**src/hdl/g4oled_pkg.sv**
```systemverilog
// Shared types, constants and the controller start-up table for the grayscale OLED writer.
// Used by every module under hdl except g4oled_ram; it has no dependencies of its own.
package g4oled_pkg;

  // Panel geometry and the packed shadow frame (two pixels per byte).
  localparam int PANEL_WIDTH  = 128;
  localparam int PANEL_HEIGHT = 96;
  localparam int ROW_BYTES    = (PANEL_WIDTH + 1) / 2;
  localparam int FRAME_BYTES  = ROW_BYTES * PANEL_HEIGHT;
  localparam int ADDR_W       = $clog2(FRAME_BYTES);
  localparam int CMP_W        = 9;

  // Input function codes.
  localparam logic FUNC_PIXEL = 1'b0;
  localparam logic FUNC_INIT  = 1'b1;

  // Controller command bytes.
  localparam logic [7:0] CMD_SET_COL = 8'h15;
  localparam logic [7:0] CMD_SET_ROW = 8'h75;
  localparam logic [7:0] CMD_NOP     = 8'he3;

  // Byte sequencer.
  localparam int INIT_BYTES  = 62;
  localparam int PIXEL_BYTES = 7;
  localparam int STEP_W      = $clog2(INIT_BYTES);

  localparam logic [STEP_W-1:0] PX_COL_CMD  = STEP_W'(0);
  localparam logic [STEP_W-1:0] PX_COL_LO   = STEP_W'(1);
  localparam logic [STEP_W-1:0] PX_COL_HI   = STEP_W'(2);
  localparam logic [STEP_W-1:0] PX_ROW_CMD  = STEP_W'(3);
  localparam logic [STEP_W-1:0] PX_ROW_LO   = STEP_W'(4);
  localparam logic [STEP_W-1:0] PX_ROW_HI   = STEP_W'(5);
  localparam logic [STEP_W-1:0] PX_DATA     = STEP_W'(6);

  // Command queue between the front end and the byte sequencer.
  localparam int QUEUE_DEPTH = 2;
  localparam int QPTR_W      = (QUEUE_DEPTH > 1) ? $clog2(QUEUE_DEPTH) : 1;
  localparam int QCNT_W      = $clog2(QUEUE_DEPTH + 1);

  typedef enum logic {
    FS_CLEAR,
    FS_RUN
  } front_state_t;

  // One queued job: a whole start-up sequence or one pixel update.
  typedef struct packed {
    logic       is_init;
    logic [5:0] col;
    logic [6:0] row;
    logic [7:0] pix_byte;
  } cmd_desc_t;

  // Start-up command table. Every burst ends in a NOP byte, and NOP appears nowhere else.
  function automatic logic [7:0] init_byte(input logic [STEP_W-1:0] idx);
    logic [7:0] b;
    unique case (idx)
      6'd0:  b = 8'hfd;  6'd1:  b = 8'h12;  6'd2:  b = 8'he3;
      6'd3:  b = 8'hae;  6'd4:  b = 8'he3;
      6'd5:  b = 8'h94;  6'd6:  b = 8'h00;  6'd7:  b = 8'he3;
      6'd8:  b = 8'ha8;  6'd9:  b = 8'd95;  6'd10: b = 8'he3;
      6'd11: b = 8'h81;  6'd12: b = 8'hb7;  6'd13: b = 8'he3;
      6'd14: b = 8'h82;  6'd15: b = 8'h3f;  6'd16: b = 8'he3;
      6'd17: b = 8'ha0;  6'd18: b = 8'h52;  6'd19: b = 8'he3;
      6'd20: b = 8'ha1;  6'd21: b = 8'h00;  6'd22: b = 8'he3;
      6'd23: b = 8'ha2;  6'd24: b = 8'h00;  6'd25: b = 8'he3;
      6'd26: b = 8'ha4;  6'd27: b = 8'he3;
      6'd28: b = 8'hb1;  6'd29: b = 8'h11;  6'd30: b = 8'he3;
      6'd31: b = 8'hb2;  6'd32: b = 8'h23;  6'd33: b = 8'he3;
      6'd34: b = 8'hb3;  6'd35: b = 8'he2;  6'd36: b = 8'he3;
      6'd37: b = 8'hb8;  6'd38: b = 8'd1;   6'd39: b = 8'd2;
      6'd40: b = 8'd3;   6'd41: b = 8'd4;   6'd42: b = 8'd5;
      6'd43: b = 8'd6;   6'd44: b = 8'd8;   6'd45: b = 8'd10;
      6'd46: b = 8'd12;  6'd47: b = 8'd14;  6'd48: b = 8'd16;
      6'd49: b = 8'd19;  6'd50: b = 8'd22;  6'd51: b = 8'd26;
      6'd52: b = 8'd30;  6'd53: b = 8'he3;
      6'd54: b = 8'hbb;  6'd55: b = 8'h01;  6'd56: b = 8'he3;
      6'd57: b = 8'hbc;  6'd58: b = 8'h3f;  6'd59: b = 8'he3;
      6'd60: b = 8'haf;  6'd61: b = 8'he3;
      default: b = CMD_NOP;
    endcase
    return b;
  endfunction

endpackage

```
**src/hdl/g4oled_queue.sv**
```systemverilog
// Short job queue between the front end and the byte sequencer.
// Depends on g4oled_pkg for the job descriptor and the queue depth.
module g4oled_queue import g4oled_pkg::*; (
  input  logic      clk,
  input  logic      rst_n,
  input  logic      push,
  input  cmd_desc_t push_desc,
  output logic      full,
  input  logic      pop,
  output logic      head_valid,
  output cmd_desc_t head_desc
);

  cmd_desc_t             slot_r [QUEUE_DEPTH];
  logic [QPTR_W-1:0]     wr_ptr_r, wr_ptr_nxt;
  logic [QPTR_W-1:0]     rd_ptr_r, rd_ptr_nxt;
  logic [QCNT_W-1:0]     count_r, count_nxt;

  function automatic logic [QPTR_W-1:0] ptr_inc(input logic [QPTR_W-1:0] p);
    return (p == QPTR_W'(QUEUE_DEPTH - 1)) ? '0 : p + QPTR_W'(1);
  endfunction

  always_comb begin
    full       = (count_r == QCNT_W'(QUEUE_DEPTH));
    head_valid = (count_r != '0);
    head_desc  = slot_r[rd_ptr_r];
    wr_ptr_nxt = push ? ptr_inc(wr_ptr_r) : wr_ptr_r;
    rd_ptr_nxt = pop ? ptr_inc(rd_ptr_r) : rd_ptr_r;
    count_nxt  = count_r + QCNT_W'(push) - QCNT_W'(pop);
  end

  always_ff @(posedge clk) begin
    if (!rst_n) begin
      wr_ptr_r <= '0;
      rd_ptr_r <= '0;
      count_r  <= '0;
    end else begin
      wr_ptr_r <= wr_ptr_nxt;
      rd_ptr_r <= rd_ptr_nxt;
      count_r  <= count_nxt;
    end
  end

  always_ff @(posedge clk) begin
    if (push) begin
      slot_r[wr_ptr_r] <= push_desc;
    end
  end

endmodule

```
**config.mk**
```make
export PLATFORM = sky130hd
export DESIGN_NAME = g4oled_queue
export DESIGN_NICKNAME = d
export VERILOG_FILES = /design/src/hdl/g4oled_pkg.sv /design/src/hdl/g4oled_queue.sv
export SDC_FILE = /design/constraint.sdc
export NUM_CORES = 1
export LEC_CHECK = 0
export BUFFER_PORTS_ARGS = -buffer_cell sky130_fd_sc_hd__buf_4
export CAP_MARGIN = 20
export CORE_ASPECT_RATIO = 1.25
export CORE_MARGIN = 5
export CORE_UTILIZATION = 51
export CTS_BUF_LIST = sky130_fd_sc_hd__clkbuf_8 sky130_fd_sc_hd__clkbuf_16
export CTS_CLUSTER_SIZE = 30
export DETAILED_ROUTE_END_ITERATION = 6
export PLACE_DENSITY = 0.79
export SYNTH_ARGS = -nofsm -noshare
export SYNTH_HDL_FRONTEND = slang
export SYNTH_SLANG_ARGS = --single-unit
export TNS_END_PERCENT = 100
```
**constraint.sdc**
```tcl
create_clock -name clk -period 2.25 [get_ports clk]
set_input_delay 0.1125 -clock clk [delete_from_list [all_inputs] [get_ports clk]]
set_output_delay 0.1125 -clock clk [all_outputs]
set_load 0.02 [all_outputs]
```
==> results.sh <==
export IMPL_final_max_slew_viols=0
export IMPL_cp_start_kind="flip-flop"
export IMPL_postRouteAntennaNets=0
export IMPL_criticalPathCategory="reg -> out"
export IMPL_total_grt_overflow=0
export IMPL_post_drt_wl_per_cell_um=16.4
export IMPL_clockBufferDepth=2
export IMPL_cts_htree_levels=2
export IMPL_finClkSkew_ns=0.00738
export IMPL_grt_pass1_wl_um=5330
export IMPL_synth_largest_area_cell="sky130_fd_sc_hd__edfxtp_1"
export IMPL_gp_routability_congestion=0.681
export IMPL_ys_types=12
export IMPL_report_final_hold_viol_count=0
export IMPL_worst_pin_slew_ns=0.525
export IMPL_fin_crit_sh_pct=78.1
export IMPL_rsz0062_at_grt="no"
export IMPL_coreArea_mm2=0.00348
export IMPL_detail_route_drc_violations=0
export IMPL_critPathCaptureType="primary output"
export IMPL_numPortBuffers=49
export IMPL_finalInstanceArea_mm2=0.00258
export IMPL_pre_cts_ws_ns=0.777
export IMPL_overall_global_routing_usage_pct=14.3
export IMPL_design_portCount=50
export IMPL_peakVddDrop_mv=0.717
export IMPL_drt_iter0_drc=43
export IMPL_post_drt_via_cell_ratio=4.91
export IMPL_floorplan_die_area_mm2=0.00487
export IMPL_max_cap_violations=0
export IMPL_timing_hold_ws_ns=0.0113
export IMPL_num_vias=1016
export IMPL_fmax_mhz=569
export IMPL_finish_net_count=195
export IMPL_grt_start_max_net_pins=16
export IMPL_worst_setup_hold_path_clk_slew_ns=0.09
export IMPL_setup_slack_ns=0.492
export IMPL_clock_insertion_delay_worst_skew_ns=0.29
export IMPL_post_route_cells_drive_above_1_share_pct=50.0
export IMPL_outcome="finished, final reports clean"
export IMPL_initial_core_util_pct=52.2
export IMPL_cts_tree="built"
export IMPL_instance_count_of_the_mapped_netlist=89
export IMPL_min_path_type="in -> reg"
export IMPL_timing_critical_path_arrival_ns=1.65
export IMPL_ys_seq_area_share_pct=78.1
export IMPL_post_dp_hpwl_um=2270
export IMPL_dieHeight_um=76.8
export IMPL_netlist_area_mm2=0.00182
export IMPL_period_minus_slack_ns=1.76
export IMPL_finalSetupViolCount=0
export IMPL_synth_nets=117
export IMPL_ctsResizeCount=0
export IMPL_clkSinkCount=49
export IMPL_slew_headroom_pct=64.8
export IMPL_die_width_um=63.4
export IMPL_required_ns=2.14
export IMPL_largest_fanout_on_the_critical_path=13
export IMPL_clockRootBuffer="sky130_fd_sc_hd__clkbuf_8"
export IMPL_place_area_mm2=0.00225
export IMPL_synthToLayoutAreaGrowth_pct=41.9
export IMPL_total_leakage_power_nw=1.01
export IMPL_ys_ff_latch=49
export IMPL_yosys_warnings=0
export IMPL_totalNegativeSetupSlack_ns=0
export IMPL_drt_pass1_iter_count=4
export IMPL_initial_antenna_violation_count=0
export IMPL_cts_buffers=5
export IMPL_cellPowerDensity_mw_per_mm2=800
export IMPL_synth_area_leaders="sky130_fd_sc_hd__edfxtp_1, sky130_fd_sc_hd__mux2_2, sky130_fd_sc_hd__dfxtp_1, sky130_fd_sc_hd__and2_1, sky130_fd_sc_hd__ha_1"
export IMPL_vias_in_the_first_global_route=1145
export IMPL_synth_area_per_cell_um2=20.4
export IMPL_ant_diodes=0
export IMPL_synth_top_area_share_pct=72.6
export IMPL_rows=24
export IMPL_finalWirelength_um=3400
==> worst max-delay path, stage by stage, from the launching register on <==
cell	delay [ns]
sky130_fd_sc_hd__dfxtp_1	0.64
sky130_fd_sc_hd__buf_12	0.21
sky130_fd_sc_hd__mux2_2	0.34
sky130_fd_sc_hd__buf_4	0.16
==> report_power, final <==
group	switching [mW]	internal (mW)	leakage, nW
logic	0.158	0.195	0.494
registers	0.0245	1.05	0.455
clock network	0.277	0.361	0.0574
==> cells in the mapped netlist (all sizes together) <==
cell type  instances
nor2b              4
xnor3              1
buf                2
or2                1
mux2              22
edfxtp            44
xor2               1
dfxtp              5
o21a               1
and2               4
inv                2
ha                 2
==> path summary, 6_finish.rpt <==
kind                       from       endpoint  slack, ns  cells past startpoint
setup / recovery      flip-flop  head_desc[17]       0.49                      3
hold / removal    push_desc[13]  slot_r[1][13]       0.01                      1
setup reg to reg       wr_ptr_r  slot_r[0][20]       0.86                      2
hold reg to reg        rd_ptr_r       rd_ptr_r       0.59                      2
==> logic make-up after synthesis <==
family / share of synthesized area, %
flops: 78.1
mux: 13.6
simple gates: 3.09
buf+inv: 1.65
xor+xnor: 1.72
fa+ha+maj: 1.38
compound gates: 0.413
==> state kept, by name, indices dropped and copies added (netlist names), named ones only <==
register  flops
wr_ptr_r      1
slot_r       44
rd_ptr_r      1
count_r       2
==> layer usage <==
layer  GRT usage, %  routed length (um)  vias to the layer above
met3           5.56                 242                        6
met4           5.82                  61                        0
li1               -                   -                      492
met2           26.0                1940                       34
met1           14.2                1160                      484
met5              0                   0                        -
==> stage by stage <==
step / total power, mW / utilization (%) / std cells
CTS: 2.07 / 72.4 / 201
global route: 2.14 / 74.1 / 207
floorplan: 1.27 / - / 89
detailed placement: 1.42 / 64.6 / 178
global placement: 1.41 / 64.6 / 178
finish: 2.06 / 74.1 / 207
==> cell type report <==
type | instances | area, um^2
clock buffer | 6 | 82.6
clock inverter | 2 | 37.5
fill | 212 | 902
inverter | 2 | 7.51
multi-input combinational | 36 | 370
sequential | 49 | 1420
tap | 39 | 48.8
timing repair buffer | 73 | 613
==> timing repair <==
| action | CTS | global route |
|---|---|---|
| setup buffers | 0 | 0 |
| hold endpoints to repair | 30 | 11 |
| hold buffers | 15 | 6 |
==> layout by cell type, fill, tap and decap left out <==
cell type,netlist,routed
sky130_fd_sc_hd__buf_12,0,1
sky130_fd_sc_hd__buf_4,0,51
sky130_fd_sc_hd__ha_1,2,2
sky130_fd_sc_hd__nor2b_2,0,1
sky130_fd_sc_hd__o21a_1,1,1
sky130_fd_sc_hd__inv_1,2,2
sky130_fd_sc_hd__bufinv_16,0,1
sky130_fd_sc_hd__dlygate4sd3_1,0,21
sky130_fd_sc_hd__and2_1,4,4
sky130_fd_sc_hd__xor2_1,1,1
sky130_fd_sc_hd__mux2_2,22,22
sky130_fd_sc_hd__nor2b_1,4,3
sky130_fd_sc_hd__or2_2,1,1
sky130_fd_sc_hd__xnor3_1,1,1
sky130_fd_sc_hd__edfxtp_1,44,44
sky130_fd_sc_hd__clkbuf_8,0,6
sky130_fd_sc_hd__clkinvlp_4,0,1
sky130_fd_sc_hd__dfxtp_1,5,5
Note: power is estimated with default switching activity, not from simulation.
